$ cat src/rtl/hfi_pkg.sv
// Shared constants, types and helper functions for the HF injection identifier.
// Used by every module under rtl/; depends on nothing else.
package hfi_pkg;

  // Default number of CORDIC micro-rotations
  localparam int CORDIC_ITERATIONS_DEF = 24;

  // Configuration register indexes
  localparam logic [2:0] CFG_PHASE_STEP   = 3'd0;
  localparam logic [2:0] CFG_PHASE_OFFSET = 3'd1;
  localparam logic [2:0] CFG_DEMOD_GAIN   = 3'd2;
  localparam logic [2:0] CFG_INJECT_AMPL  = 3'd3;
  localparam logic [2:0] CFG_INV_OMEGA    = 3'd4;

  // Filter coefficients, Q2.30, and other constants, as operands of the shared multiplier
  localparam logic signed [35:0] BP_A1    = 36'sd2098091524;
  localparam logic signed [35:0] BP_A2    = 36'sd1040563202;
  localparam logic signed [35:0] BP_B     = 36'sd33124935;
  localparam logic signed [35:0] LP_A1    = 36'sd2100239008;
  localparam logic signed [35:0] LP_A2    = 36'sd1027034055;
  localparam logic signed [35:0] LP_B1    = 36'sd522053;
  localparam logic signed [35:0] LP_B0    = 36'sd514430;
  localparam logic signed [35:0] CORDIC_K = 36'sd652032874;
  localparam logic signed [35:0] Z_CONST  = 36'sd4451026116;

  // Impedance limit, ten ohms in Q8.24
  localparam logic [63:0]        Z_LIMIT_U = 64'd167772160;
  localparam logic signed [71:0] Z_LIMIT_S = 72'sd167772160;

  localparam logic signed [71:0] I32_MAX = 72'sd2147483647;
  localparam logic signed [71:0] I32_MIN = -72'sd2147483648;

  localparam int DIV_W = 64;

  typedef struct packed {
    logic start;
    logic vector_mode;
  } cordic_cmd_t;

  // atan(2^-i) in turns / 2^32
  function automatic logic [29:0] atan_turn(input logic [4:0] i);
    logic [29:0] r;
    case (i)
      5'd0:  r = 30'd536870912;
      5'd1:  r = 30'd316933406;
      5'd2:  r = 30'd167458907;
      5'd3:  r = 30'd85004756;
      5'd4:  r = 30'd42667331;
      5'd5:  r = 30'd21354465;
      5'd6:  r = 30'd10679838;
      5'd7:  r = 30'd5340245;
      5'd8:  r = 30'd2670163;
      5'd9:  r = 30'd1335087;
      5'd10: r = 30'd667544;
      5'd11: r = 30'd333772;
      5'd12: r = 30'd166886;
      5'd13: r = 30'd83443;
      5'd14: r = 30'd41722;
      5'd15: r = 30'd20861;
      5'd16: r = 30'd10430;
      5'd17: r = 30'd5215;
      5'd18: r = 30'd2608;
      5'd19: r = 30'd1304;
      5'd20: r = 30'd652;
      5'd21: r = 30'd326;
      5'd22: r = 30'd163;
      5'd23: r = 30'd81;
      5'd24: r = 30'd41;
      5'd25: r = 30'd20;
      5'd26: r = 30'd10;
      5'd27: r = 30'd5;
      5'd28: r = 30'd3;
      5'd29: r = 30'd1;
      5'd30: r = 30'd1;
      default: r = 30'd0;
    endcase
    return r;
  endfunction

  // Arithmetic right shift, rounding half up
  function automatic logic signed [71:0] rnd_shr(input logic signed [71:0] v,
                                                 input logic [5:0] s);
    logic signed [71:0] half;
    half = 72'sd1 <<< (s - 6'd1);
    return (v + half) >>> s;
  endfunction

  // Clamp to the signed 32-bit range
  function automatic logic signed [31:0] sat32(input logic signed [71:0] v);
    logic signed [31:0] r;
    if (v > I32_MAX) r = 32'sh7fffffff;
    else if (v < I32_MIN) r = 32'sh80000000;
    else r = v[31:0];
    return r;
  endfunction

endpackage

$ cat src/rtl/hfi_isqrt.sv
// Floor integer square root of a 64-bit value, one result bit per cycle.
// Depends on hfi_pkg for nothing but the shared import convention.
module hfi_isqrt (
  input  logic        clk_i,
  input  logic        rst_ni,
  input  logic        start_i,
  input  logic [63:0] value_i,
  output logic        done_o,
  output logic [31:0] root_o
);
  import hfi_pkg::*;

  logic        busy_q, busy_d, done_q, done_d;
  logic [4:0]  cnt_q, cnt_d;
  logic [63:0] v_q, v_d, r_q, r_d, bitv, trial;
  logic [5:0]  sh;

  always_comb begin
    sh     = 6'd62 - {cnt_q, 1'b0};
    bitv   = 64'd1 << sh;
    trial  = r_q + bitv;
    busy_d = busy_q;
    done_d = 1'b0;
    cnt_d  = cnt_q;
    v_d    = v_q;
    r_d    = r_q;
    if (start_i) begin
      busy_d = 1'b1;
      cnt_d  = '0;
      v_d    = value_i;
      r_d    = '0;
    end else if (busy_q) begin
      if (v_q >= trial) begin
        v_d = v_q - trial;
        r_d = (r_q >> 1) + bitv;
      end else begin
        r_d = r_q >> 1;
      end
      cnt_d = cnt_q + 5'd1;
      if (cnt_q == 5'd31) begin
        busy_d = 1'b0;
        done_d = 1'b1;
      end
    end
  end

  always_ff @(posedge clk_i or negedge rst_ni) begin
    if (!rst_ni) begin
      busy_q <= 1'b0;
      done_q <= 1'b0;
    end else begin
      busy_q <= busy_d;
      done_q <= done_d;
    end
  end

  always_ff @(posedge clk_i) begin
    cnt_q <= cnt_d;
    v_q   <= v_d;
    r_q   <= r_d;
  end

  assign done_o = done_q;
  assign root_o = r_q[31:0];

endmodule

$ cat config.mk
export PLATFORM = sky130hd
export DESIGN_NAME = hfi_isqrt
export DESIGN_NICKNAME = d
export VERILOG_FILES = /design/src/rtl/hfi_pkg.sv /design/src/rtl/hfi_isqrt.sv
export SDC_FILE = /design/constraint.sdc
export NUM_CORES = 1
export LEC_CHECK = 0
export BUFFER_PORTS_ARGS = -buffer_cell sky130_fd_sc_hd__buf_4
export CAP_MARGIN = 30
export CORE_MARGIN = 2
export CORE_UTILIZATION = 55
export CTS_CLUSTER_DIAMETER = 80
export DETAILED_ROUTE_END_ITERATION = 16
export GPL_TIMING_DRIVEN = 0
export PLACE_DENSITY = 0.81
export SLEW_MARGIN = 40
export SYNTH_ARGS = -nofsm -noshare
export SYNTH_HDL_FRONTEND = slang
export SYNTH_SLANG_ARGS = --single-unit
$ cat constraint.sdc
create_clock -name clk_i -period 10.6 [get_ports clk_i]
set_input_delay 1.06 -clock clk_i [delete_from_list [all_inputs] [get_ports clk_i]]
set_output_delay 1.06 -clock clk_i [all_outputs]
set_load 0.03 [all_outputs]
# Word-level counts from Yosys, hierarchy flattened
# Index checks and enable logic that the tools add are counted.
[totals]
reg_bits = 135
latchBits = 0
ram_bits = 0
mem_bits_ro = 0
inputBits = 67
out_inout_bits = 33
elab_cells = 26
n_memories = 0
[op_classes]
addsub = 5
mul = 0
n_div = 0
n_lt_le_gt_ge = 1
n_eq_ne = 1
shifts = 1
mux = 10
bitwise_logic = 0
reduce_logical = 3
[op_table]
columns = ["operator", "count"]
rows = [
  ["$mux 64", 4],
  ["$add 63x64->64", 1],
  ["$add 64x64->64", 1],
  ["$ge 64x64->1", 1],
  ["$shl 1x6->64 const A", 1],
  ["$sub 64x64->64", 1],
  ["$mux 1", 6],
  ["$sub 6x6->6 const A", 1],
  ["$add 5x1->5 const B", 1],
  ["$eq 5x5->1 const B", 1],
  ["$reduce_bool 2->1", 2],
  ["$reduce_and 2->1", 1],
]

# Logic depth before layout (Yosys ltp)
[depth]
ltp_word = 7
ltp_mapped = 30
ltp_nobuf = 26

# Least setup slack after synthesis
# No wires, ideal clock.
[synth_path]
path_kind = "register -> register"
startpoint = "register cnt_q[0]"
endpoint = "register v_q[0] (enable)"
setup_ns = 0.574
t_arrival_ns = 9.380
required_time_ns = 10.026
slack_ns = 0.646
path_stages_with_launch = 28
n_path_buf = 2
synth_period_minus_slack_ns = 9.954
cell_sequence = "dfxtp_1 ha_1 ha_1 and3_1 ha_1 ha_1 a41oi_1 o31ai_1 o211ai_1 a21oi_1 o211ai_1 o21ai_1 a41oi_1 a21oi_1 o21ai_0 xor2_1 ha_1 clkbuf_1 nand2_1 nor2_1 nand3_1 or2_2 nor3_1 nor2_1 a21oi_2 nand2_1 buf_2 o21ai_0"
[synth_between]
elab_chain_cells = 6
[synth_lines]
columns = ["element", "line", "source"]
rows = [
  ["start, declared", "hfi_isqrt.sv:14", "logic [4:0] cnt_q, cnt_d;"],
  ["start signal, assigned", "hfi_isqrt.sv:58", "cnt_q <= cnt_d;"],
  ["$sub 6x6->6", "hfi_isqrt.sv:19", "sh = 6'd62 - {cnt_q, 1'b0};"],
  ["$shl 1x6->64", "hfi_isqrt.sv:20", "bitv = 64'd1 << sh;"],
  ["$add 64x64->64", "hfi_isqrt.sv:21", "trial = r_q + bitv;"],
  ["$ge 64x64->1", "hfi_isqrt.sv:33", "if (v_q >= trial) begin"],
  ["$reduce_bool 2->1 (no source line)", "--", ""],
  ["$reduce_and 2->1 (no source line)", "--", ""],
  ["end signal, assigned", "hfi_isqrt.sv:59", "v_q <= v_d;"],
  ["end, declared", "hfi_isqrt.sv:15", "logic [63:0] v_q, v_d, r_q, r_d, bitv, trial;"],
]
# No other way between the ends.
# A chain may end at the register's enable or synchronous reset.

# Worst setup path in the final report
[layout_path]
startpoint = "register cnt_q[3]"
endpoint = "register v_q[11] (enable)"
# The elaborated chain is that of the path after synthesis.

==> reports/metrics.yaml <==
setup.worst_path.start_class: "register"
synth.area.top_cells: "edfxtp_1 (13%), ha_1 (11%), dfxtp_1 (9.1%)"
area_growth_pct: 12.03
hold_buffers: 0
crit_family: "compound AO/OA/AOI/OAI gates"
wl_um: 54290
relSlewSlack_pct: 37.54
drive_gt1_share_pct: 12.52
top_level_ports: 100
status: "complete, no violations"
crit_required_ns: 10.81
clock_path_buffers: 2
synth_edf_count: 64
synthMuxAreaShare_pct: 0.8614
grt_overflow: 0
instances_no_fill: 2426
p_leak_nw: 6.697
drc: 0
synth_flop_cell: "dfxtp_1"
final_antenna_net_count: 0
cts_buffers: 17
syn-num-nets: 2151
reg2reg_to: "v_q[11]$_DFFE_PP_"
pwr_density_cell_nw_per_um2: 244.7
crit_type: "register to register"
dp.cells: 2393
synth_fa_ha_area_share_pct: 11.28
reg2reg_from: "cnt_q[3]$_SDFFE_PP0P_"
rsz0062_at_grt: "no"
yosysUniqueCellTypes: 97
fin_area_um2: 16920
postCtsSetupBuffers: 0
cts_tree: "built"
portBuffers: 98
dpl_cell_area_um2: 16350
dieArea_um2: 28810
clock-sinks: 135
cts_max_level: 4
drv_cap: 0
fmax_ghz: 0.1123
cts.clk_slew.worst_paths_ns: 0.07
fin_skew_ns: 0.01411
critical-path-slowest-cell: "nand2_1"
die_x_um: 169.7
synth-xor-area-share_pct: 10.03
grt_pass1_vias: 15040
period_minus_slack_ns: 8.904
ys_seq_area_share_pct: 22.20
hold_class: "input pin to async pin"
ys_ff_latch: 135
worstSkewPairLatency_ns: 0.46
antenna_found_initial: 0
startpoint: "cnt_q[3]$_SDFFE_PP0P_"
netlist_area_um2: 15110
yosysWarnings: 0
first_iter_violations: 1711
dr.pass1.iters: 8
start_util_pct: 56.05
final-hold-violation-count: 0
cp_data_arrival_time_ns: 9.11
ff2ff_path_depth: 30
ctsResizeCount: 0
fin_nets: 2272
fillers: 2481
synth_top_area_cell: "edfxtp_1"
synth_commonest_cells: "nand2_1 (242), nor2_1 (170), o21ai_0 (138), ha_1 (133), a21oi_1 (126)"
async_flop_share_pct: 1.481
gp_congestion: 1.040
grtUsageTotal_pct: 37.40
dp_hpwl_um: 41520
cp_max_fo: 17
clockRootBuffer: "clkbuf_16"
synthSimpleGateAreaFrac_pct: 20.81
min_period_over_period_pct: 84.00
rows: 60
die-height_um: 169.7
final_max_slew_viol_count: 0
core_region_area_um2: 26950
rrSetupSlack_ns: 1.70
synth_compound_area_share_pct: 29.27
routed_via_density: 6.565
cp-end-kind: "register"
ir_worst_vdd_mv: 0.2150
via_count: 15930
grt_max_degree: 18
synth_cells: 1950
synth_top_cell_area_share_pct: 12.72
cp_common_cell: "nor2_1"
synth_top_family_by_area: "compound AO/OA/AOI/OAI gates"
cpPeakStageDelay_ns: 0.63
worstMarginPinSlew_ns: 0.9359
synth_most_common_cell: "nand2_1"
grt_pass1_wl_um: 83330
path_buf_inv: 7
wl_per_cell_um: 22.38
setup_viol: 0
syn_avg_cell_area_um2: 7.747
final cells by class:
type                            count  area, um^2  share of cell area [%]
Antenna cell                        1       2.502                 0.01479
Buffer                            147       716.9                   4.236
Clock buffer                       25       531.8                   3.142
Clock inverter                      7       38.79                  0.2292
Inverter                           34       127.6                  0.7541
Multi-Input combinational cell   1634       10930                   64.59
Sequential cell                   135        3353                   19.81
Tap cell                          341       426.7                   2.521
Timing Repair Buffer              102       795.8                   4.702
state kept, by name (all words and copies together) (netlist names):
name    flops
r_q        64
v_q        64
cnt_q       5
busy_q      1
done_o      1
where the power goes:
group | internal (mW) | total (mW) | switching, mW
logic | 0.980 | 2.66 | 1.68
clock network | 0.347 | 0.601 | 0.255
registers | 0.791 | 0.879 | 0.0883
routing by layer:
metal | track usage [%] | wire length [um] | vias to the layer above
li1 | - | - | 7423
met1 | 47.15 | 22230 | 7480
met2 | 60.71 | 24560 | 835
met3 | 6.460 | 4482 | 189
met4 | 20.88 | 3018 | 0
met5 | 0 | 0 | -
placed cells by master, fill, tap and decap left out, types with 24 or more instances in the layout:
cell and instances:
dfxtp_1 69, xnor2_1 74, inv_1 34, nand2_1 242, o21bai_1 33, xor2_1 99, nor2_1 170, nor3_1 24
a211oi_1 44, a21o_1 49, edfxtp_1 64, nand4_1 36, a21oi_1 126, clkbuf_1 85, ha_1 133, nand3_1 51
a31oi_1 48, nor2b_1 26, buf_4 134, o21ai_0 137
worst max path at each step:
| stage | cells past startpoint | to | slack, ns |
|---|---|---|---|
| 2_1_floorplan | 27 | v_q[0]$_DFFE_PP_ | 0.65 |
| 3_3_place_gp | 27 | v_q[9]$_DFFE_PP_ | -4.13 |
| 3_5_place_dp | 30 | v_q[10]$_DFFE_PP_ | 2.05 |
| 4_1_cts | 30 | v_q[11]$_DFFE_PP_ | 2.00 |
| 5_1_grt | 30 | v_q[10]$_DFFE_PP_ | 1.30 |
| 6_report | 30 | v_q[11]$_DFFE_PP_ | 1.70 |
kinds of logic after synthesis:
kind of cell | after synthesis
flops | 135
xor+xnor | 173
mux | 12
compound gates | 642
fa+ha+maj | 136
simple gates | 671
buf+inv | 181
stage by stage:
step	total power, mW	hold slack, ns	setup TNS [ns]	worst slack, ns	util, %
finish	4.142	0.3796	0	1.696	62.79
global route	4.400	0.3857	0	1.304	62.79
CTS	4.073	0.3788	0	1.999	62.77
detailed placement	3.459	0.5451	0	2.052	60.65
global placement	3.431	0.5333	-263.81	-4.132	60.37
floorplan	2.786	0.4777	0	0.6455	-
Power figures use the tool's default switching activity.
