`src/rtl/hfi_pkg.sv`:
```
// Shared constants, types and helper functions for the HF injection identifier.
// Used by every module under rtl/; depends on nothing else.
package hfi_pkg;

  // Default number of CORDIC micro-rotations
  localparam int CORDIC_ITERATIONS_DEF = 24;

  // Configuration register indexes
  localparam logic [2:0] CFG_PHASE_STEP   = 3'd0;
  localparam logic [2:0] CFG_PHASE_OFFSET = 3'd1;
  localparam logic [2:0] CFG_DEMOD_GAIN   = 3'd2;
  localparam logic [2:0] CFG_INJECT_AMPL  = 3'd3;
  localparam logic [2:0] CFG_INV_OMEGA    = 3'd4;

  // Filter coefficients, Q2.30, and other constants, as operands of the shared multiplier
  localparam logic signed [35:0] BP_A1    = 36'sd2098091524;
  localparam logic signed [35:0] BP_A2    = 36'sd1040563202;
  localparam logic signed [35:0] BP_B     = 36'sd33124935;
  localparam logic signed [35:0] LP_A1    = 36'sd2100239008;
  localparam logic signed [35:0] LP_A2    = 36'sd1027034055;
  localparam logic signed [35:0] LP_B1    = 36'sd522053;
  localparam logic signed [35:0] LP_B0    = 36'sd514430;
  localparam logic signed [35:0] CORDIC_K = 36'sd652032874;
  localparam logic signed [35:0] Z_CONST  = 36'sd4451026116;

  // Impedance limit, ten ohms in Q8.24
  localparam logic [63:0]        Z_LIMIT_U = 64'd167772160;
  localparam logic signed [71:0] Z_LIMIT_S = 72'sd167772160;

  localparam logic signed [71:0] I32_MAX = 72'sd2147483647;
  localparam logic signed [71:0] I32_MIN = -72'sd2147483648;

  localparam int DIV_W = 64;

  typedef struct packed {
    logic start;
    logic vector_mode;
  } cordic_cmd_t;

  // atan(2^-i) in turns / 2^32
  function automatic logic [29:0] atan_turn(input logic [4:0] i);
    logic [29:0] r;
    case (i)
      5'd0:  r = 30'd536870912;
      5'd1:  r = 30'd316933406;
      5'd2:  r = 30'd167458907;
      5'd3:  r = 30'd85004756;
      5'd4:  r = 30'd42667331;
      5'd5:  r = 30'd21354465;
      5'd6:  r = 30'd10679838;
      5'd7:  r = 30'd5340245;
      5'd8:  r = 30'd2670163;
      5'd9:  r = 30'd1335087;
      5'd10: r = 30'd667544;
      5'd11: r = 30'd333772;
      5'd12: r = 30'd166886;
      5'd13: r = 30'd83443;
      5'd14: r = 30'd41722;
      5'd15: r = 30'd20861;
      5'd16: r = 30'd10430;
      5'd17: r = 30'd5215;
      5'd18: r = 30'd2608;
      5'd19: r = 30'd1304;
      5'd20: r = 30'd652;
      5'd21: r = 30'd326;
      5'd22: r = 30'd163;
      5'd23: r = 30'd81;
      5'd24: r = 30'd41;
      5'd25: r = 30'd20;
      5'd26: r = 30'd10;
      5'd27: r = 30'd5;
      5'd28: r = 30'd3;
      5'd29: r = 30'd1;
      5'd30: r = 30'd1;
      default: r = 30'd0;
    endcase
    return r;
  endfunction

  // Arithmetic right shift, rounding half up
  function automatic logic signed [71:0] rnd_shr(input logic signed [71:0] v,
                                                 input logic [5:0] s);
    logic signed [71:0] half;
    half = 72'sd1 <<< (s - 6'd1);
    return (v + half) >>> s;
  endfunction

  // Clamp to the signed 32-bit range
  function automatic logic signed [31:0] sat32(input logic signed [71:0] v);
    logic signed [31:0] r;
    if (v > I32_MAX) r = 32'sh7fffffff;
    else if (v < I32_MIN) r = 32'sh80000000;
    else r = v[31:0];
    return r;
  endfunction

endpackage

```
`src/rtl/hfi_div.sv`:
```
// Restoring unsigned divider, one quotient bit per cycle.
// Depends on hfi_pkg for the operand width.
module hfi_div (
  input  logic                       clk_i,
  input  logic                       rst_ni,
  input  logic                       start_i,
  input  logic [hfi_pkg::DIV_W-1:0]  dividend_i,
  input  logic [hfi_pkg::DIV_W-1:0]  divisor_i,
  output logic                       done_o,
  output logic [hfi_pkg::DIV_W-1:0]  quotient_o
);
  import hfi_pkg::*;

  localparam int CW = $clog2(DIV_W);

  logic              busy_q, busy_d, done_q, done_d;
  logic [CW-1:0]     cnt_q, cnt_d;
  logic [DIV_W-1:0]  dq_q, dq_d, rem_q, rem_d, dsr_q, dsr_d;
  logic [DIV_W:0]    rem_sh;

  always_comb begin
    busy_d = busy_q;
    done_d = 1'b0;
    cnt_d  = cnt_q;
    dq_d   = dq_q;
    rem_d  = rem_q;
    dsr_d  = dsr_q;
    rem_sh = {rem_q, dq_q[DIV_W-1]};
    if (start_i) begin
      busy_d = 1'b1;
      cnt_d  = '0;
      dq_d   = dividend_i;
      rem_d  = '0;
      dsr_d  = divisor_i;
    end else if (busy_q) begin
      if (rem_sh >= {1'b0, dsr_q}) begin
        rem_d = DIV_W'(rem_sh - {1'b0, dsr_q});
        dq_d  = {dq_q[DIV_W-2:0], 1'b1};
      end else begin
        rem_d = rem_sh[DIV_W-1:0];
        dq_d  = {dq_q[DIV_W-2:0], 1'b0};
      end
      cnt_d = cnt_q + 1'b1;
      if (cnt_q == CW'(DIV_W - 1)) begin
        busy_d = 1'b0;
        done_d = 1'b1;
      end
    end
  end

  always_ff @(posedge clk_i or negedge rst_ni) begin
    if (!rst_ni) begin
      busy_q <= 1'b0;
      done_q <= 1'b0;
    end else begin
      busy_q <= busy_d;
      done_q <= done_d;
    end
  end

  always_ff @(posedge clk_i) begin
    cnt_q <= cnt_d;
    dq_q  <= dq_d;
    rem_q <= rem_d;
    dsr_q <= dsr_d;
  end

  assign done_o     = done_q;
  assign quotient_o = dq_q;

endmodule

```
`config.mk`:
```
export PLATFORM = sky130hd
export DESIGN_NAME = hfi_div
export DESIGN_NICKNAME = d
export VERILOG_FILES = /design/src/rtl/hfi_pkg.sv /design/src/rtl/hfi_div.sv
export SDC_FILE = /design/constraint.sdc
export NUM_CORES = 1
export LEC_CHECK = 0
export BUFFER_PORTS_ARGS = -buffer_cell sky130_fd_sc_hd__buf_2
export CAP_MARGIN = 20
export CORE_UTILIZATION = 41
export CTS_BUF_LIST = sky130_fd_sc_hd__clkbuf_4 sky130_fd_sc_hd__clkbuf_8
export CTS_CLUSTER_SIZE = 30
export DETAILED_ROUTE_END_ITERATION = 10
export HOLD_SLACK_MARGIN = 0.12
export PLACE_DENSITY_LB_ADDON = 0.25
export SLEW_MARGIN = 10
export SYNTH_ARGS = -nofsm -noshare
export SYNTH_HDL_FRONTEND = slang
export SYNTH_SLANG_ARGS = --single-unit
export TNS_END_PERCENT = 10
```
`constraint.sdc`:
```
create_clock -name clk_i -period 6.8 [get_ports clk_i]
set_input_delay 0.68 -clock clk_i [delete_from_list [all_inputs] [get_ports clk_i]]
set_output_delay 0.68 -clock clk_i [all_outputs]
set_load 0.02 [all_outputs]
```
# Word-level counts from Yosys, hierarchy flattened
# Cells that the tools add are included.
[word_totals]
ff_bits = 200
latchBits = 0
mem_bits_rw = 0
mem_bits_ro = 0
elab_cells = 21
mem_count = 0
[classes]
add_sub_neg = 2
n_mul = 0
n_div = 0
magnitude_cmp = 1
n_eq_ne = 1
shift = 0
muxes = 10
bitwise_logic = 0
n_reduce_logical = 1
[op_table]
columns = ["cell", "n"]
rows = [
  ["64-bit two-way mux", 3],
  ["65-bit by 64-bit greater-or-equal comparator with 1-bit output", 1],
  ["64-bit subtractor", 1],
  ["1-bit two-way mux", 7],
  ["6-bit by 1-bit adder with 6-bit output (second input constant)", 1],
  ["6-bit == test (second input constant)", 1],
  ["2-bit nonzero test", 1],
]

# Logic depth before layout (Yosys ltp)
# Gate-level depths: netlist of run 1.
[logic_depth]
ltp_word = 4
mapped_depth = 14

# Least setup slack after synthesis of run 1
# OpenSTA, ideal clock, no wires.
[synth_path]
path_kind = "reg-to-reg"
from = "reg dq_q[63], in the netlist quotient_o[63]"
to = "reg rem_q[56]"
arrival_ps = 2854
required_time_ps = 6709
setup_slack_ps = 3855
stages_incl_launch_ff = 13
n_path_buf = 0
synth_period_minus_slack_ps = 2945
path_cell_list = "edfxtp_1 inv_1 ha_1 fa_1 nand2b_1 a21oi_1 o2111ai_1 a211oi_1 nor3_2 o2111ai_1 o211ai_1 or3_1 a311oi_1"
[synth_via]
elab_chain_cells = 2
[synth_rtl]
columns = ["item", "line_no", "source"]
rows = [
  ["from (decl)", "hfi_div.sv:18", "logic [DIV_W-1:0] dq_q, dq_d, rem_q, rem_d, dsr_q, dsr_d;"],
  ["from (signal assigned)", "hfi_div.sv:63", "dq_q <= dq_d;"],
  ["64-bit subtractor or 65-bit by 64-bit greater-or-equal comparator with 1-bit output (tied branches)", "hfi_div.sv:37, hfi_div.sv:36", ""],
  ["64-bit two-way mux (*)", "hfi_div.sv:36", "if (rem_sh >= {1'b0, dsr_q}) begin"],
  ["to (signal assigned)", "hfi_div.sv:64", "rem_q <= rem_d;"],
  ["to (decl)", "hfi_div.sv:18", ""],
]
# Mark *: on every way between the ends. The rest lies on a longest branch, timed or not.
# A chain may end at the register's enable or synchronous reset.

# Final worst setup path of run 1
[layout_path]
from = "reg dsr_q[45]"
to = "reg rem_q[46]"
[layout_via]
elab_chain_cells = 2
[layout_rtl]
columns = ["item", "line_no", "source"]
rows = [
  ["from (decl)", "hfi_div.sv:18", ""],
  ["from (signal assigned)", "hfi_div.sv:65", "dsr_q <= dsr_d;"],
  ["64-bit subtractor or 65-bit by 64-bit greater-or-equal comparator with 1-bit output (tied branches)", "hfi_div.sv:37, hfi_div.sv:36", ""],
  ["64-bit two-way mux (*)", "hfi_div.sv:36", ""],
]
# Marked as above.

==> flow_summary.json, run 1 <==
{
  "min_to": "dsr_q[40]",
  "path_class": "reg2reg",
  "clock_latency_ps": 520,
  "drive_gt1_share_pct": 23.24,
  "power_uw": 4971,
  "power.switching_fraction_pct": 44.87,
  "hpwlAfterDp_mm": 25.80,
  "initial_utilization_pct": 42.11,
  "dieArea_sq_um": 31470,
  "cts_sinks": 200,
  "grt_max_degree": 78,
  "io_pins": 196,
  "path_delay_family": "compound AO/OA/AOI/OAI gates",
  "path_max_fanout": 35,
  "finalSetupTns_ps": 0,
  "core_sq_um": 29950,
  "slew_headroom_pct": 33.30,
  "grt_use_total_pct": 23.48,
  "post-route-min-period_ps": 3967,
  "clkTransAtPathRegs_ps": 130,
  "fillers": 2877,
  "firstDrtPassIters": 5,
  "reg2reg_slack_ps": 2830,
  "multi_input_area_sq_um": 6556,
  "vias_per_cell": 5.778,
  "power_density_nw_per_um2": 350.8,
  "cts-buffers-inserted": 17,
  "place_congestion": 0.9085,
  "cts_tree": "done",
  "worstHoldStart": "divisor_i[40]",
  "p_int_uw": 2741,
  "final_core_util_pct": 47.31,
  "final_cell_mix": "buf_2, edfxtp_1, nor2_1, a21oi_1, inv_1",
  "ctsResizeCount": 0,
  "pwr-share-clk_pct": 16.0,
  "route.detailed.drc": 0,
  "regArea_sq_um": 5296,
  "yosysWarnings": 0,
  "skew_ps": 21.15,
  "reg2reg_from": "dsr_q[45]",
  "num_vias": 10730,
  "diodes": 0,
  "synth_edf_count": 128,
  "max_stage_delay_ps": 540,
  "worstPathCellList": "inv_1 > ha_1 > nand3_1 > or3_1 > o32a_1 > a2111o_2 > a21boi_4 > buf_4 > nor2_2 > o311ai_1",
  "antenna_found_initial": 2,
  "ff2ff_path_depth": 10,
  "max-cap-violations": 0,
  "synth_cell_types": 89,
  "p_leak_uw": 0.005986,
  "drv_slew": 0,
  "synth_seq_area_share_pct": 41.98,
  "cts_setup_buffers": 0,
  "rows": 63,
  "hold_viol_final": 0,
  "crit_path_start_kind": "flip-flop",
  "fp.dieH_microns": 177.4,
  "synthCells": 1312,
  "fmax_mhz": 252.1,
  "syn-num-nets": 1509,
  "grt_pass1_wl_mm": 57.02,
  "synth_seq_cells": 200,
  "status": "finished clean",
  "syn_area_per_cell_sq_um": 9.614,
  "final_common_cell": "buf_2",
  "crit_slowest_cell": "a2111o_2",
  "worst_pin_slew_ps": 999.5,
  "hold_path_depth": 1,
  "worstReg2RegEnd": "rem_q[46]",
  "whs_ps": 330.3,
  "area_growth_pct": 12.35,
  "detail-route-antenna-nets": 0,
  "die_x_microns": 177.4,
  "cp.arrival_ps": 4390,
  "vdd_drop_max_mv": 0.2094,
  "root_buffer": "clkbuf_8",
  "setup_violations": 0,
  "crit_path_end_kind": "flip-flop",
  "clockBufferDepth": 2,
  "crit_buf_inv": 2,
  "cts_max_level": 4,
  "initialDrtViolationCount": 822,
  "fin_crit_sh_pct": 58.35,
  "synthesis.area_sq_um": 12610,
  "place.port_buffers": 195,
  "final_nets": 1651,
  "grt-ovfl-total": 0,
  "min_path_type": "in2reg",
  "wl_mm": 36.24,
  "synthFlopType": "edfxtp_1",
  "async_flop_share_pct": 1.000,
  "comb_power_share_pct": 50.4,
  "rsz0062_at_grt": "no",
  "p_seq_share_pct": 33.7,
  "grt_pass1_vias": 10360,
  "wl_per_cell_microns": 19.52,
  "switching_power_uw": 2231,
  "critical_path_required_ps": 7220
}
## routing by layer
| layer | share of wire [%] | up-vias | track usage [%] |
|---|---|---|---|
| met3 | 7.0 | 32 | 5.656 |
| met4 | 1.6 | 4 | 5.591 |
| li1 | - | 5188 | - |
| met1 | 45 | 5098 | 31.40 |
| met5 | 0.086 | - | 0 |
| met2 | 46 | 407 | 38.04 |
## cell families (layout without fill, tap and decap cells)
| family | Yosys count | after routing | share of synthesized area (%) |
|---|---|---|---|
| simple gates | 380 | 380 | 15.76 |
| compound gates | 375 | 375 | 20.07 |
| flops | 200 | 200 | 41.98 |
| buf+inv | 175 | 330 | 6.230 |
| mux | 67 | 67 | 5.952 |
| fa+ha+maj | 66 | 66 | 6.606 |
| xor+xnor | 49 | 49 | 3.403 |
## cells in the mapped netlist, drive strengths merged, types with 12 or more instances
| cell type | number | area share (%) |
|---|---|---|
| a311oi | 44 | 3.1 |
| nor4 | 15 | 1.1 |
| a21o | 29 | 1.7 |
| clkbuf | 46 | 1.4 |
| a31oi | 12 | 0.60 |
| edfxtp | 128 | 30 |
| a21oi | 94 | 3.8 |
| a211oi | 13 | 0.85 |
| ha | 65 | 6.4 |
| mux2 | 64 | 5.7 |
| o211ai | 13 | 0.85 |
| nor2 | 97 | 2.9 |
| xor2 | 21 | 1.5 |
| nand3 | 54 | 2.1 |
| o21ai | 86 | 3.4 |
| dfxtp | 70 | 11 |
| buf | 37 | 2.1 |
| o21a | 12 | 0.71 |
| nor3 | 26 | 1.2 |
| nand2 | 82 | 2.5 |
| nand4 | 30 | 1.7 |
| xnor2 | 28 | 1.9 |
| inv | 92 | 2.7 |
| and3 | 15 | 0.74 |
## flip-flops by register name, summed over array words and instances (netlist names)
| signal | count |
|---|---|
| busy_q | 1 |
| cnt_q | 6 |
| quotient_o | 64 |
| rem_q | 64 |
| done_o | 1 |
| dsr_q | 64 |
## power by group through the flow
stage	clock network [uW]	logic, uW	registers (uW)
finish	794	2500	1670
global route	869	2750	1700
CTS	824	2480	1670
detailed placement	0	2460	1690
global placement	0	2440	1690
floorplan	0	1810	1710
## layout make-up
cell class | instances | share of cell area (%)
clock buffers | 18 | 1.704
clock inverters | 14 | 1.245
inverters | 92 | 2.437
multi-input cells | 937 | 46.27
flip-flops and latches | 200 | 37.37
well taps | 390 | 3.443
repair buffers | 206 | 7.531
## worst max path at each step
| stage | to | cells past startpoint | slack [ps] | from |
|---|---|---|---|---|
| 2_1_floorplan | rem_q[56] | 12 | 3850 | quotient_o[63] |
| 3_3_place_gp | rem_q[33] | 12 | 2970 | dsr_q[44] |
| 3_5_place_dp | rem_q[1] | 10 | 2930 | dsr_q[45] |
| 4_1_cts | rem_q[22] | 10 | 2910 | dsr_q[45] |
| 5_1_grt | rem_q[20] | 12 | 2650 | dsr_q[44] |
| 6_report | rem_q[46] | 10 | 2830 | dsr_q[45] |
## metrics by stage
step	setup slack, ps	cell area (sq um)	cells
after floorplan	3855	12610	1312
after detailed placement	2934	13740	1824
after global routing	2653	14170	1857
final	2833	14170	1857
after global placement	2967	13740	1824
after CTS	2909	14170	1857
## repair_timing
action / in CTS / in global routing
hold buffers: 1 / 0
setup endpoints to repair: 0 / 0
hold endpoints to repair: 2 / 0
Note: power is estimated with default switching activity, not from simulation.
==> run 2, diff against run 1 <==
Clock period 6.8 ns to 3.5 ns, I/O delays scaled along.
==> run 2 against run 1 <==
Against the previous run: worst hold slack got worse by 180 ps; setup slack got worse by 2600 ps; sequential share of layout area fell by 3.3 points; first-iteration DRC count rose by 3.9%; critical path depth rose by 2; power rose by 99%; clock power rose by 89%.
==> flow_summary.json, run 2 (synthesis results as in run 1) <==
{
  "status": "finished clean",
  "post-route-min-period_ps": 3289,
  "p_int_uw": 5606,
  "min_path_type": "in2reg",
  "initial_utilization_pct": 42.11,
  "cts-buffers-inserted": 17,
  "hold_viol_final": 0,
  "cp.arrival_ps": 3720,
  "slew_headroom_pct": 25.07,
  "io_pins": 196,
  "place.port_buffers": 195,
  "cts_setup_buffers": 0,
  "crit_path_start_kind": "flip-flop",
  "crit_path_end_kind": "flip-flop",
  "grt_pass1_vias": 11350,
  "critical_path_required_ps": 3930,
  "setup_violations": 0,
  "vias_per_cell": 5.693,
  "final_common_cell": "buf_2",
  "grt_max_degree": 104,
  "fillers": 2815,
  "power_density_nw_per_um2": 635.6,
  "cts_sinks": 200,
  "dieArea_sq_um": 31470,
  "path_class": "reg2reg",
  "whs_ps": 151.8,
  "cts_tree": "done",
  "placed_cell_area_sq_um": 14020,
  "core_sq_um": 29950,
  "rsz0062_at_grt": "no",
  "firstDrtPassIters": 5,
  "drv_slew": 0,
  "drive_gt1_share_pct": 23.27,
  "p_leak_uw": 0.006610,
  "clockBufferDepth": 2,
  "detail-route-antenna-nets": 0,
  "final_cell_mix": "buf_2, edfxtp_1, dlygate4sd3_1, nor2_1",
  "hold_path_depth": 2,
  "power.switching_fraction_pct": 43.28,
  "p_seq_share_pct": 33.0,
  "die_x_microns": 177.4,
  "grt_pass1_wl_mm": 59.70,
  "finalSetupTns_ps": 0,
  "multi_input_area_sq_um": 6574,
  "clock_latency_ps": 520,
  "worst_pin_slew_ps": 1120,
  "fin_area_sq_um": 15550,
  "grt_use_total_pct": 24.36,
  "regArea_sq_um": 5296,
  "route.detailed.drc": 0,
  "antenna_found_initial": 1,
  "crit_slowest_cell": "or4_1",
  "comb_power_share_pct": 51.8,
  "num_vias": 11370,
  "final_nets": 1791,
  "area_growth_pct": 23.28,
  "place_congestion": 0.9371,
  "wl_mm": 37.71,
  "vdd_drop_max_mv": 0.4456,
  "worstPathCellList": "inv_1 > ha_1 > nand4_1 > nor3_1 > nand3_1 > nor2_1 > o211ai_1 > a21oi_1 > nor3_2 > buf_4 > or4_1 > a311oi_1",
  "fmax_mhz": 304.1,
  "ff2ff_path_depth": 12,
  "clkTransAtPathRegs_ps": 100,
  "pwr-share-clk_pct": 15.2,
  "hpwlAfterDp_mm": 26.82,
  "switching_power_uw": 4277,
  "max-cap-violations": 0,
  "grt-ovfl-total": 0,
  "fp.dieH_microns": 177.4,
  "path_max_fanout": 9,
  "initialDrtViolationCount": 854,
  "fin_crit_sh_pct": 93.97,
  "root_buffer": "clkbuf_8",
  "skew_ps": 27.63,
  "rows": 63,
  "max_stage_delay_ps": 550,
  "wl_per_cell_microns": 18.87,
  "cts_max_level": 4
}
[run 2: per-stage QoR]
step / util, % / instances / worst slack, ps / total power [uW]
floorplan: - / 1312 / 554.6 / 6851
global placement: 46.82 / 1853 / 234.3 / 8197
detailed placement: 46.82 / 1853 / 228.2 / 8238
CTS: 51.77 / 1995 / 158.2 / 9873
global route: 51.90 / 1997 / 7.614 / 10540
finish: 51.91 / 1998 / 211.2 / 9883
[run 2: power by group through the flow]
stage          Clock [uW]  Combinational, uW  Sequential (uW)
2_1_floorplan           0               3520             3330
3_3_place_gp            0               4900             3290
3_5_place_dp            0               4940             3300
4_1_cts              1560               5060             3260
5_1_grt              1620               5610             3310
6_report             1500               5120             3260
[run 2: layout make-up]
type / count / share of cell area, %
antenna: 1 / 0.01609
clock buffer: 21 / 1.738
clock inverter: 11 / 0.7161
inverter: 92 / 2.221
multi-input combinational: 937 / 42.28
sequential: 200 / 34.06
tap: 390 / 3.138
timing repair buffer: 346 / 15.84
[run 2: timing repair]
action,4_1_cts,5_1_grt
hold buffers,110,2
hold endpoints to repair,111,2
endpoints found under the setup margin,0,11
gates resized for setup,0,6
[run 2: layer usage]
layer	global-route usage (%)	up-vias	wire, microns
met5	0	-	0
met4	8.796	0	1002
met3	5.548	59	2680
met2	39.55	462	17370
met1	31.58	5380	16650
li1	-	5473	-
[run 2: path summary, 6_finish.rpt]
kind | from | to | slack [ps]
setup / recovery | dsr_q[29] | rem_q[10] | 210
hold / removal | dividend_i[4] | quotient_o[4] | 150
setup reg to reg | dsr_q[29] | rem_q[10] | 210
hold reg to reg | cnt_q[5] | done_o | 490
max in group asynchronous | rst_ni | busy_q | 3190
min in group asynchronous | rst_ni | busy_q | 200
[run 2: critical path: cells and delay by family (launching register included)]
family                     cells  cell delay (ps)
DFF                            1              350
AOI/OAI and AO/OA              3              730
buffers and inverters          2              240
and+or+nand+nor                6             1480
adders and majority gates      1              400
