File: src/rtl/hfi_pkg.sv
// Shared constants, types and helper functions for the HF injection identifier.
// Used by every module under rtl/; depends on nothing else.
package hfi_pkg;

  // Default number of CORDIC micro-rotations
  localparam int CORDIC_ITERATIONS_DEF = 24;

  // Configuration register indexes
  localparam logic [2:0] CFG_PHASE_STEP   = 3'd0;
  localparam logic [2:0] CFG_PHASE_OFFSET = 3'd1;
  localparam logic [2:0] CFG_DEMOD_GAIN   = 3'd2;
  localparam logic [2:0] CFG_INJECT_AMPL  = 3'd3;
  localparam logic [2:0] CFG_INV_OMEGA    = 3'd4;

  // Filter coefficients, Q2.30, and other constants, as operands of the shared multiplier
  localparam logic signed [35:0] BP_A1    = 36'sd2098091524;
  localparam logic signed [35:0] BP_A2    = 36'sd1040563202;
  localparam logic signed [35:0] BP_B     = 36'sd33124935;
  localparam logic signed [35:0] LP_A1    = 36'sd2100239008;
  localparam logic signed [35:0] LP_A2    = 36'sd1027034055;
  localparam logic signed [35:0] LP_B1    = 36'sd522053;
  localparam logic signed [35:0] LP_B0    = 36'sd514430;
  localparam logic signed [35:0] CORDIC_K = 36'sd652032874;
  localparam logic signed [35:0] Z_CONST  = 36'sd4451026116;

  // Impedance limit, ten ohms in Q8.24
  localparam logic [63:0]        Z_LIMIT_U = 64'd167772160;
  localparam logic signed [71:0] Z_LIMIT_S = 72'sd167772160;

  localparam logic signed [71:0] I32_MAX = 72'sd2147483647;
  localparam logic signed [71:0] I32_MIN = -72'sd2147483648;

  localparam int DIV_W = 64;

  typedef struct packed {
    logic start;
    logic vector_mode;
  } cordic_cmd_t;

  // atan(2^-i) in turns / 2^32
  function automatic logic [29:0] atan_turn(input logic [4:0] i);
    logic [29:0] r;
    case (i)
      5'd0:  r = 30'd536870912;
      5'd1:  r = 30'd316933406;
      5'd2:  r = 30'd167458907;
      5'd3:  r = 30'd85004756;
      5'd4:  r = 30'd42667331;
      5'd5:  r = 30'd21354465;
      5'd6:  r = 30'd10679838;
      5'd7:  r = 30'd5340245;
      5'd8:  r = 30'd2670163;
      5'd9:  r = 30'd1335087;
      5'd10: r = 30'd667544;
      5'd11: r = 30'd333772;
      5'd12: r = 30'd166886;
      5'd13: r = 30'd83443;
      5'd14: r = 30'd41722;
      5'd15: r = 30'd20861;
      5'd16: r = 30'd10430;
      5'd17: r = 30'd5215;
      5'd18: r = 30'd2608;
      5'd19: r = 30'd1304;
      5'd20: r = 30'd652;
      5'd21: r = 30'd326;
      5'd22: r = 30'd163;
      5'd23: r = 30'd81;
      5'd24: r = 30'd41;
      5'd25: r = 30'd20;
      5'd26: r = 30'd10;
      5'd27: r = 30'd5;
      5'd28: r = 30'd3;
      5'd29: r = 30'd1;
      5'd30: r = 30'd1;
      default: r = 30'd0;
    endcase
    return r;
  endfunction

  // Arithmetic right shift, rounding half up
  function automatic logic signed [71:0] rnd_shr(input logic signed [71:0] v,
                                                 input logic [5:0] s);
    logic signed [71:0] half;
    half = 72'sd1 <<< (s - 6'd1);
    return (v + half) >>> s;
  endfunction

  // Clamp to the signed 32-bit range
  function automatic logic signed [31:0] sat32(input logic signed [71:0] v);
    logic signed [31:0] r;
    if (v > I32_MAX) r = 32'sh7fffffff;
    else if (v < I32_MIN) r = 32'sh80000000;
    else r = v[31:0];
    return r;
  endfunction

endpackage

File: src/rtl/hfi_cordic.sv
// Iterative CORDIC, one micro-rotation per cycle, rotation or vectoring mode.
// Depends on hfi_pkg (arctangent table, CORDIC gain, command struct).
module hfi_cordic #(
  parameter int CORDIC_ITERATIONS = hfi_pkg::CORDIC_ITERATIONS_DEF
) (
  input  logic                     clk_i,
  input  logic                     rst_ni,
  input  hfi_pkg::cordic_cmd_t     cmd_i,
  input  logic [31:0]              turn_i,
  input  logic signed [35:0]       x_i,
  input  logic signed [35:0]       y_i,
  output logic                     done_o,
  output logic signed [35:0]       x_o,
  output logic signed [35:0]       y_o,
  output logic signed [33:0]       z_o
);
  import hfi_pkg::*;

  localparam int NIT = (CORDIC_ITERATIONS < 32) ? CORDIC_ITERATIONS : 32;
  localparam logic [4:0] LAST = 5'(NIT - 1);

  logic              busy_q, busy_d, done_q, done_d, vec_q, vec_d, flip_q, flip_d;
  logic [4:0]        cnt_q, cnt_d;
  logic signed [35:0] x_q, x_d, y_q, y_d, dx, dy;
  logic signed [33:0] z_q, z_d, at;
  logic              flip;
  logic [31:0]       fold;

  always_comb begin
    flip   = turn_i[31] ^ turn_i[30];
    fold   = flip ? (turn_i + 32'h8000_0000) : turn_i;
    dx     = y_q >>> cnt_q;
    dy     = x_q >>> cnt_q;
    at     = $signed({4'b0, atan_turn(cnt_q)});
    busy_d = busy_q;
    done_d = 1'b0;
    vec_d  = vec_q;
    flip_d = flip_q;
    cnt_d  = cnt_q;
    x_d    = x_q;
    y_d    = y_q;
    z_d    = z_q;
    if (cmd_i.start) begin
      busy_d = 1'b1;
      cnt_d  = '0;
      vec_d  = cmd_i.vector_mode;
      if (cmd_i.vector_mode) begin
        flip_d = 1'b0;
        x_d    = x_i;
        y_d    = y_i;
        z_d    = '0;
      end else begin
        flip_d = flip;
        x_d    = CORDIC_K;
        y_d    = '0;
        z_d    = 34'($signed(fold));
      end
    end else if (busy_q) begin
      if (vec_q) begin
        if (y_q > 36'sd0) begin
          x_d = x_q + dx; y_d = y_q - dy; z_d = z_q + at;
        end else if (y_q < 36'sd0) begin
          x_d = x_q - dx; y_d = y_q + dy; z_d = z_q - at;
        end
      end else begin
        if (!z_q[33]) begin
          x_d = x_q - dx; y_d = y_q + dy; z_d = z_q - at;
        end else begin
          x_d = x_q + dx; y_d = y_q - dy; z_d = z_q + at;
        end
      end
      cnt_d = cnt_q + 5'd1;
      if (cnt_q == LAST) begin
        busy_d = 1'b0;
        done_d = 1'b1;
      end
    end
  end

  always_ff @(posedge clk_i or negedge rst_ni) begin
    if (!rst_ni) begin
      busy_q <= 1'b0;
      done_q <= 1'b0;
    end else begin
      busy_q <= busy_d;
      done_q <= done_d;
    end
  end

  always_ff @(posedge clk_i) begin
    vec_q  <= vec_d;
    flip_q <= flip_d;
    cnt_q  <= cnt_d;
    x_q    <= x_d;
    y_q    <= y_d;
    z_q    <= z_d;
  end

  assign done_o = done_q;
  assign x_o    = flip_q ? -x_q : x_q;
  assign y_o    = flip_q ? -y_q : y_q;
  assign z_o    = z_q;

endmodule

File: config.mk
export PLATFORM = sky130hd
export DESIGN_NAME = hfi_cordic
export DESIGN_NICKNAME = d
export VERILOG_FILES = /design/src/rtl/hfi_pkg.sv /design/src/rtl/hfi_cordic.sv
export SDC_FILE = /design/constraint.sdc
export NUM_CORES = 1
export LEC_CHECK = 0
export BUFFER_PORTS_ARGS = -buffer_cell sky130_fd_sc_hd__buf_2
export CAP_MARGIN = 0
export CORE_ASPECT_RATIO = 0.75
export CORE_MARGIN = 1.5
export CORE_UTILIZATION = 45
export CTS_CLUSTER_DIAMETER = 80
export CTS_CLUSTER_SIZE = 10
export DETAILED_ROUTE_END_ITERATION = 10
export GPL_TIMING_DRIVEN = 0
export SLEW_MARGIN = 20
export SYNTH_ARGS = -nofsm -noshare
export SYNTH_HDL_FRONTEND = slang
export SYNTH_SLANG_ARGS = --single-unit
File: constraint.sdc
create_clock -name clk_i -period 11.95 [get_ports clk_i]
set_input_delay 0.5975 -clock clk_i [delete_from_list [all_inputs] [get_ports clk_i]]
set_output_delay 0.5975 -clock clk_i [all_outputs]
set_load 0.05 [all_outputs]
==> Word-level counts from Yosys, hierarchy flattened <==
Memory sizes are Yosys's and may differ from the RTL's. A register that Yosys moved wholly into a read port is not among the register bits.
Index checks and enable logic that the tools add are counted.
{ "classes": {"n_lt_le_gt_ge": 2, "eq_ne": 2, "shifts": 2, "add_sub_neg": 10, "n_reduce_logical": 2, "muxes": 32, "bitwise": 1} }
{ "op_table": {"columns": ["cell", "n"], "rows": [
  ["36-bit 2-to-1 mux", 16],
  ["34-bit 2-to-1 mux", 7],
  ["36-bit adder", 2],
  ["36-bit negator", 2],
  ["36-bit by 5-bit >>> shifter with 36-bit output", 2],
  ["36-bit subtractor", 2],
  ["36-bit by 1-bit greater-than comparator with 1-bit output (second input constant)", 1],
  ["36-bit by 1-bit < comparator with 1-bit output (second input constant)", 1],
  ["34-bit by 31-bit adder with 34-bit output", 1],
  ["34-bit by 31-bit subtractor with 34-bit output", 1],
  ["32-bit adder (second input constant)", 1],
  ["32-bit 2-to-1 mux", 1],
  ["5-bit 2-to-1 mux", 2],
  ["1-bit 2-to-1 mux", 6],
  ["5-bit by 1-bit adder with 5-bit output (second input constant)", 1],
  ["5-bit == test (second input constant)", 1],
  ["4-bit by 2-bit != test with 1-bit output (second input constant)", 1],
  ["2-bit AND reduction", 1],
  ["2-bit nonzero test", 1],
  ["1-bit XOR", 1]
]} }
{ "word_totals": {"rom_bits": 960, "register_bits": 115, "mem_count": 1, "output_inout_bits": 107} }
{ "memory_table": {"columns": ["memory", "words", "width", "rd", "rd_clocked_by_memory_dff", "wr", "line", "text"], "rows": [
  ["(no name shown)", 32, 30, 1, 1, 0, "hfi_pkg.sv:43", "case (i)"]
]} }

==> Depth between registers and ports, before layout <==
Gate-level depths: netlist (run 1).
{ "logic_depth": {"depth_word": 7, "ltp_mapped": 22} }

==> Worst setup path after synthesis (run 1) <==
Ideal clock, no wire load.
{ "synth_path": {"path_type": "register -> register", "start": "register cnt_q[1]", "end": "register y_q[28], data pin", "n_path_buf": 3, "path_stages_with_launch": 22, "arrival_time_ns": 4.960, "path_slack_ns": 6.730, "path_cell_list": "dfxtp_1 > clkbuf_1 > clkbuf_1 > clkbuf_1 > mux2i_1 > mux4_2 > nor2_1 > a21oi_1 > mux2i_1 > ha_1 > inv_1 > fa_1 > o21ba_2 > o41ai_1 > o21ai_1 > a21oi_1 > o41a_2 > a21oi_1 > or3_1 > a211oi_2 > xnor2_1 > a221o_1"} }
{ "synth_between": {"elab_chain_cells": 7, "word_cells_on_any_way": 9, "cone_classes": "add/sub (2); shift (1); mux (6)"} }
{ "synth_lines": {"columns": ["item", "line", "text"], "rows": [
  ["from (decl)", "hfi_cordic.sv:23", "logic [4:0] cnt_q, cnt_d;"],
  ["from (signal assigned)", "hfi_cordic.sv:93", "cnt_q <= cnt_d;"],
  ["36-bit by 5-bit >>> shifter with 36-bit output (*)", "hfi_cordic.sv:33", "dy = x_q >>> cnt_q;"],
  ["36-bit adder", "hfi_cordic.sv:63, hfi_cordic.sv:67", null],
  ["36-bit 2-to-1 mux", "hfi_cordic.sv:62", "end else if (y_q < 36'sd0) begin"],
  ["36-bit 2-to-1 mux", "hfi_cordic.sv:60", "if (y_q > 36'sd0) begin"],
  ["36-bit 2-to-1 mux (*)", "hfi_cordic.sv:59", "if (vec_q) begin"],
  ["36-bit 2-to-1 mux (*)", "hfi_cordic.sv:58", "end else if (busy_q) begin"],
  ["36-bit 2-to-1 mux (*)", "hfi_cordic.sv:43", "if (cmd_i.start) begin"],
  ["net y_d[28]", "hfi_cordic.sv:24", "logic signed [35:0] x_q, x_d, y_q, y_d, dx, dy;"],
  ["to (signal assigned)", "hfi_cordic.sv:95", "y_q <= y_d;"],
  ["to (decl)", "hfi_cordic.sv:24", null]
]} }
Mark *: on every way through the listed nets, which the timed path passes. The rest lies on a longest branch. The select of a mux whose other input is x is not followed.
A chain may end at the register's enable or synchronous reset.

==> Worst setup path in the final report (run 1) <==
{ "layout_path": {"start": "register cnt_q[0]", "end": "register x_q[32], data pin"} }
{ "layout_between": {"elab_chain_cells": 7, "word_cells_on_any_way": 9, "cone_classes": "add/sub (2); shift (1); mux (6)"} }
{ "layout_lines": {"columns": ["item", "line", "text"], "rows": [
  ["36-bit by 5-bit >>> shifter with 36-bit output (*)", "hfi_cordic.sv:32", "dx = y_q >>> cnt_q;"],
  ["36-bit subtractor", "hfi_cordic.sv:63, hfi_cordic.sv:67", null],
  ["36-bit 2-to-1 mux", "hfi_cordic.sv:62", null],
  ["36-bit 2-to-1 mux", "hfi_cordic.sv:60", null],
  ["36-bit 2-to-1 mux (*)", "hfi_cordic.sv:59", null],
  ["36-bit 2-to-1 mux (*)", "hfi_cordic.sv:58", null],
  ["36-bit 2-to-1 mux (*)", "hfi_cordic.sv:43", null],
  ["net x_d[32]", "hfi_cordic.sv:24", null],
  ["to (signal assigned)", "hfi_cordic.sv:94", "x_q <= x_d;"],
  ["to (decl)", "hfi_cordic.sv:24", null]
]} }
Marked as above.

==> summary.md, run 1 <==
| Metric | Value |
|---|---|
| Cell area after synthesis | `22300 um2` |
| Crit path arrival time | `7.80 ns` |
| DRC Markers | `0` |
| Die width | `260 um` |
| DPL Wire Length | `82800 um` |
| Worst-Skew Late Latency | `0.49 ns` |
| Final Max Slew Viols | `0` |
| Cells after Synth | `2925` |
| Crit path required time | `12.15 ns` |
| Crit. End Element | `flop` |
| Hold depth | `3` |
| Area delta synth->final | `11.4%` |
| Clock buffer count from CTS | `17` |
| RSZ-0062 raised after global routing | `no` |
| Via count | `24900` |
| Syn Nets | `3259` |
| Tot GR Track Use | `0.408` |
| Yosys warns | `0` |
| Fin crit period | `7.60 ns` |
| Final Skew | `0.0143 ns` |
| Share of layout cells above drive strength 1 | `0.134` |
| CP delay by family, top | `compound AO/OA/AOI/OAI gates` |
| WP depth | `21` |
| Post-synthesis sequential area ratio | `0.179` |
| Die Y-Extent | `196 um` |
| DR iter-0 viols | `3482` |
| WP buf/inv | `5` |
| Remaining antenna violation count after routing | `0` |
| Most frequent cells in the layout | `304 x nand2_1, 259 x a21oi_1, 233 x buf_2, 227 x o21ai_0, 224 x nor2_1` |
| Initial Util | `0.457` |
| CTS clk-pin slew, worst paths | `0.08 ns` |
| Peak Freq | `0.132 GHz` |
| Max Cap Viol | `0` |
| Startpoint types | `flop` |
| Hold_ws | `0.387 ns` |
| Final nets | `3495` |
| CTS H-tree depth | `4` |
| Ratio of final minimum period to clock period | `0.636` |
| Critical path fanouts, max | `10` |
| Slowest CP cell | `clkbuf_1` |
| Vias/cell | `6.51` |
| Primary FF master, synth | `edfxtp_1` |
| Final Hold Viols | `0` |
| Drt total wl | `107000 um` |
| Fillers | `4906` |
| #FFs+latches synth | `145` |
| Slew Limit Headroom | `0.190` |
| Core Box Area | `48900 um2` |
| Vias in the first global route | `22600` |
| Clock buffer depth | `2` |
| Grt ovf | `0` |
| Worst Tran Pin Value | `1.22 ns` |
| Setup TNS | `0 ns` |
| Sink Count | `145` |
| Clock root buffer | `clkbuf_16` |
| Largest net degree at the start of global routing | `44` |
| Status | `finished, final reports clean` |
| Rows | `70` |
| Pre-antenna DRT Iters | `7` |
| Most common cell after layout, fill and taps aside | `nand2_1` |
| Die area | `50900 um2` |
| TritonCTS clock tree | `done` |
| R2R depth | `21` |
| Buffers on Ports | `214` |
| Kind of critical path | `flop to flop` |
| Top-level I/O count | `215` |
| Worst-path cell chain | `clkbuf_1, buf_2, clkbuf_1, buf_1, o21ai_0, mux2i_1, a21oi_1, mux2i_1, ha_1, inv_1, fa_1, a211oi_1, o211ai_1, a41oi_1, o2111ai_1, a31oi_1, o31ai_1, a2111oi_0, o31ai_1, xnor2_1, o21ai_0` |
| Antenna violations before repair | `7` |
| First-pass GRT wire length | `152000 um` |
| GPL Wtd Cong | `1.05` |
| FFs w/ async S/R, synth | `0.0138` |
| HP Class | `input pin to flop` |
| Syn_area_per_cell | `7.63 um2` |
| Post-synth EDFFs | `108` |
| CP peak stage delay | `0.75 ns` |
| Routed len/inst | `27.9 um` |
| Synth unique cells | `96` |
| # setup viols final | `0` |
==> cell families after synthesis <==
logic type,after synthesis,share of synthesized area
compound gates,946,0.271
simple gates,850,0.178
mux,185,0.103
flops,145,0.179
fa+ha+maj,226,0.129
xor+xnor,173,0.0679
buf+inv,400,0.0720
==> flip-flops by register name, summed over array words and instances (netlist names), 5 cells and up <==
signal and count:
x_q 36, at 30, y_q 36, cnt_q 5, z_o 34
==> synth_stat cells, types with 40 or more instances <==
master	n	share of area
nand2_1	305	0.051
a21oi_1	259	0.058
o21ai_0	227	0.051
nor2_1	226	0.038
ha_1	220	0.12
inv_1	199	0.033
clkbuf_1	142	0.024
xnor2_1	137	0.054
edfxtp_1	108	0.15
mux2i_1	96	0.043
mux2_2	59	0.030
nor3_1	55	0.012
nand3_1	50	0.011
a211oi_1	45	0.015
a21o_1	44	0.015
o21a_1	44	0.015
o31ai_1	43	0.014
o21bai_1	40	0.013
==> metrics by stage <==
step           std cells  cell area (um2)  setup slack, ns   util
6_report            3825            24900             4.35  0.509
5_1_grt             3822            24900             4.01  0.509
3_3_place_gp        3787            24200             4.57  0.495
3_5_place_dp        3789            24300             4.61  0.497
2_1_floorplan       2925            22300             6.73      -
4_1_cts             3822            24900             4.61  0.509
==> final timing paths <==
check / startpoint / end / slack, ns
worst max-delay path: cnt_q[0] / x_q[32] / 4.35
worst min-delay path: y_i[14] / y_q[14] / 0.39
worst max register to register: cnt_q[0] / x_q[32] / 4.35
worst min register to register: at[0] / z_o[0] / 0.71
max in group asynchronous: rst_ni / done_o / 11.40
min in group asynchronous: rst_ni / busy_q / 0.44
==> what timing repair did <==
item / CTS / global route
gates resized for setup: 0 / 0
hold buffers: 1 / 0
setup buffers: 0 / 0
endpoints found under the setup margin: 0 / 0
endpoints found under the hold margin: 2 / 0
==> routing by layer <==
layer	GRT usage	vias to the layer above	part of all wire
met2	0.550	1674	0.39
met5	0	-	0.00012
met3	0.131	177	0.14
met1	0.603	12000	0.44
met4	0.127	2	0.031
li1	-	11100	-
==> layout make-up <==
type / instances / area (um2) / share of cell area
multi-input cells: 2380 / 16700 / 0.673
flip-flops and latches: 145 / 3990 / 0.161
repair buffers: 217 / 1140 / 0.0457
plain buffers: 195 / 846 / 0.0340
well taps: 648 / 811 / 0.0326
inverters: 205 / 769 / 0.0310
clock buffers: 21 / 483 / 0.0194
clock inverters: 11 / 92.6 / 0.00372
diodes: 3 / 7.51 / 0.000302
==> worst register-to-register path, cell delays in order, from the launching register on <==
cell and delay (ns):
dfxtp_1 0.37, clkbuf_1 0.75, buf_2 0.46, clkbuf_1 0.58
buf_1 0.49, o21ai_0 0.24, mux2i_1 0.27, a21oi_1 0.11
mux2i_1 0.26, ha_1 0.23, inv_1 0.06, fa_1 0.45
a211oi_1 0.48, o211ai_1 0.21, a41oi_1 0.51, o2111ai_1 0.22
a31oi_1 0.46, o31ai_1 0.24, a2111oi_0 0.52, o31ai_1 0.16
xnor2_1 0.17, o21ai_0 0.09
Power of run 1 is not shown: default switching activity piles up to over one toggle a cycle in this logic, so the estimate is an artifact.
==> inputs of run 2 (changes only) <==
PLACE_DENSITY = 0.66   (was unset)
clock period = 6.6 ns   (was 11.95 ns; I/O delays follow)
==> run 2 against run 1 <==
- highest routed layer is now met4
- register-to-register slack worse by 4.5 ns
- die area stayed put
- via count is 0.21% higher
- worst setup slack worse by 4.5 ns
- routed wire length is 1.1% higher
- the run now ends with setup timing left
- non-clock buffer count is 1 lower
==> summary.md, run 2 (synthesized netlist as in run 1, its figures left out) <==
| Metric | Value |
|---|---|
| Final Skew | `0.0198 ns (was 0.0143 ns)` |
| Diodes inserted | `0 (was 3)` |
| Final Hold Viols | `0 (unchanged)` |
| HP Class | `input pin to flop (unchanged)` |
| Clock buffer depth | `2 (unchanged)` |
| Worst-Skew Late Latency | `0.49 ns (about the same)` |
| R2R depth | `20 (was 21)` |
| Pre-antenna DRT Iters | `6 (was 7)` |
| Reg2reg start | `cnt_q[0] (unchanged)` |
| R2R setup slack | `-0.12 ns (was 4.35 ns)` |
| Status | `finished with violations (was finished, final reports clean)` |
| Worst-path cell chain | `buf_2, buf_2, clkbuf_2, buf_2, o21ai_0, o21ai_0, mux2i_1, mux2_2, ha_1, buf_2, nor4_1, o31ai_1, o311ai_2, a32o_1, o221ai_1, o31ai_1, a21boi_0, o211a_1, xnor2_1, o21ai_0 (was clkbuf_1, buf_2, clkbuf_1, buf_1, o21ai_0, mux2i_1, a21oi_1, mux2i_1, ha_1, inv_1, fa_1, a211oi_1, o211ai_1, a41oi_1, o2111ai_1, a31oi_1, o31ai_1, a2111oi_0, o31ai_1, xnor2_1, o21ai_0)` |
| # setup viols final | `1 (was 0)` |
| CTS H-tree depth | `4 (unchanged)` |
| Critical path fanouts, max | `10 (unchanged)` |
| Max Cap Viol | `0 (unchanged)` |
| GPL Wtd Cong | `1.09 (was 1.05)` |
| Die area | `50900 um2 (unchanged)` |
| Buffers on Ports | `214 (unchanged)` |
| Remaining antenna violation count after routing | `0 (unchanged)` |
| Area occupied by multi-input gates | `16800 um2 (was 16700 um2)` |
| Die width | `260 um (unchanged)` |
| Grt ovf | `0 (unchanged)` |
| Routed len/inst | `28.2 um (was 27.9 um)` |
| Hold depth | `3 (unchanged)` |
| Worst Tran Pin Value | `1.22 ns (about the same)` |
| Pre-CTS WS | `-0.924 ns (was 4.61 ns)` |
| Peak Freq | `0.149 GHz (was 0.132 GHz)` |
| First-pass GRT wire length | `154000 um (was 152000 um)` |
| Final nets | `3494 (was 3495)` |
| TritonCTS clock tree | `done (unchanged)` |
| Critical Path Start | `cnt_q[0] (unchanged)` |
| Fin crit period | `6.72 ns (was 7.60 ns)` |
| Share of layout cells above drive strength 1 | `0.143 (was 0.134)` |
| CP peak stage delay | `0.58 ns (was 0.75 ns)` |
| DR iter-0 viols | `3309 (was 3482)` |
| Core Box Area | `48900 um2 (unchanged)` |
| Area delta synth->final | `11.6% (was 11.4%)` |
| Die Y-Extent | `196 um (unchanged)` |
| Top-level I/O count | `215 (unchanged)` |
| Final Max Slew Viols | `0 (unchanged)` |
| Vias in the first global route | `22700 (was 22600)` |
| RR Endpoint | `y_q[33] (was x_q[32])` |
| Drt total wl | `108000 um (was 107000 um)` |
| Antenna violations before repair | `7 (unchanged)` |
| Ratio of final minimum period to clock period | `1.02 (was 0.636)` |
| DRC Markers | `0 (unchanged)` |
| WP depth | `20 (was 21)` |
| Vias/cell | `6.53 (was 6.51)` |
| Clock root buffer | `clkbuf_16 (unchanged)` |
| WP buf/inv | `5 (unchanged)` |
| Crit path arrival time | `6.93 ns (was 7.80 ns)` |
| DPL Wire Length | `83900 um (was 82800 um)` |
| Tot GR Track Use | `0.412 (was 0.408)` |
| Via count | `25000 (was 24900)` |
| Slowest CP cell | `o31ai_1 (was clkbuf_1)` |
| Kind of critical path | `flop to flop (unchanged)` |
| CP delay by family, top | `compound AO/OA/AOI/OAI gates (unchanged)` |
| CTS clk-pin slew, worst paths | `0.08 ns (about the same)` |
| Rows | `70 (unchanged)` |
| Sink Count | `145 (unchanged)` |
| Most frequent CP cell | `buf_2` |
| Failing checks | `setup timing` |
| Slew Limit Headroom | `0.187 (was 0.190)` |
| Crit path required time | `6.81 ns (was 12.15 ns)` |
| Critical path endpoint | `y_q[33] (was x_q[32])` |
| Fillers | `4922 (was 4906)` |
| Total area of sequential cells | `3990 um2 (unchanged)` |
| Setup bufs post-CTS | `0 (unchanged)` |
| Clock buffer count from CTS | `17 (unchanged)` |
| Crit. End Element | `flop (unchanged)` |
| Startpoint types | `flop (unchanged)` |
| Largest net degree at the start of global routing | `50 (was 44)` |
| Initial Util | `0.457 (unchanged)` |
| Most frequent cells in the layout | `304 x nand2_1, 259 x a21oi_1, 234 x buf_2, 225 x o21ai_0, 224 x nor2_1 (was 304 x nand2_1, 259 x a21oi_1, 233 x buf_2, 227 x o21ai_0, 224 x nor2_1)` |
| Fin worst setup slack | `-0.123 ns (was 4.35 ns)` |
| Most common cell after layout, fill and taps aside | `nand2_1 (unchanged)` |
## run 2: cell types whose count changed in the layout (fill, tap and decap cells not counted), sizes merged
cell | previous run | this run
clkbuf | 165 | 167
clkinv | 7 | 12
clkinvlp | 2 | 1
inv | 207 | 206
buf | 267 | 261
diode | 3 | 0
## run 2: worst min-delay path by stage
stage	slack, ns	to	startpoint
2_1_floorplan	0.03	busy_q	rst_ni
3_3_place_gp	0.13	done_o	rst_ni
3_5_place_dp	0.14	done_o	rst_ni
4_1_cts	0.10	z_o[5]	turn_i[5]
5_1_grt	0.11	z_o[5]	turn_i[5]
6_report	0.11	z_o[5]	turn_i[5]
## run 2: repair_timing
action                                  CTS  global route
hold buffers                              1             0
endpoints found under the setup margin   33            18
resized for setup                        18            23
endpoints found under the hold margin     2             0
## run 2: per-stage QoR
stage          cell area, um2  hold WS, ns   TNS [ns]  cells  utilization
5_1_grt                 24900        0.110  -0.000340   3821        0.509
4_1_cts                 24800        0.100          0   3821        0.508
3_5_place_dp            24300        0.136     -11.06   3789        0.496
2_1_floorplan           22300       0.0344          0   2925            -
3_3_place_gp            24200        0.135     -85.08   3787        0.495
6_report                24900        0.113     -0.123   3821        0.509
## run 2: final cells by class
type | instances | share of cell area
Timing Repair Buffer | 217 | 0.0453
Tap cell | 648 | 0.0326
Multi-Input combinational cell | 2380 | 0.673
Buffer | 194 | 0.0351
Sequential cell | 145 | 0.160
Clock buffer | 18 | 0.0176
Inverter | 205 | 0.0309
Clock inverter | 14 | 0.00478
## run 2: metal layers
layer / up-vias / part of all wire / GRT usage
met5: - / 0 / 0
met2: 1678 / 0.39 / 0.563
met4: 0 / 0.033 / 0.123
met1: 12000 / 0.44 / 0.607
met3: 198 / 0.14 / 0.132
li1: 11100 / - / -
## run 2: worst register-to-register path: cells and delay by family, from the launching register on
family / cells / cell delay, ns
and+or+nand+nor: 1 / 0.44
DFF: 1 / 0.36
muxes: 2 / 0.47
buffers and inverters: 5 / 1.70
AOI/OAI and AO/OA: 10 / 2.93
adders and majority gates: 1 / 0.27
xor gates and xnor gates: 1 / 0.29
Power of run 2 is left out for the same reason.
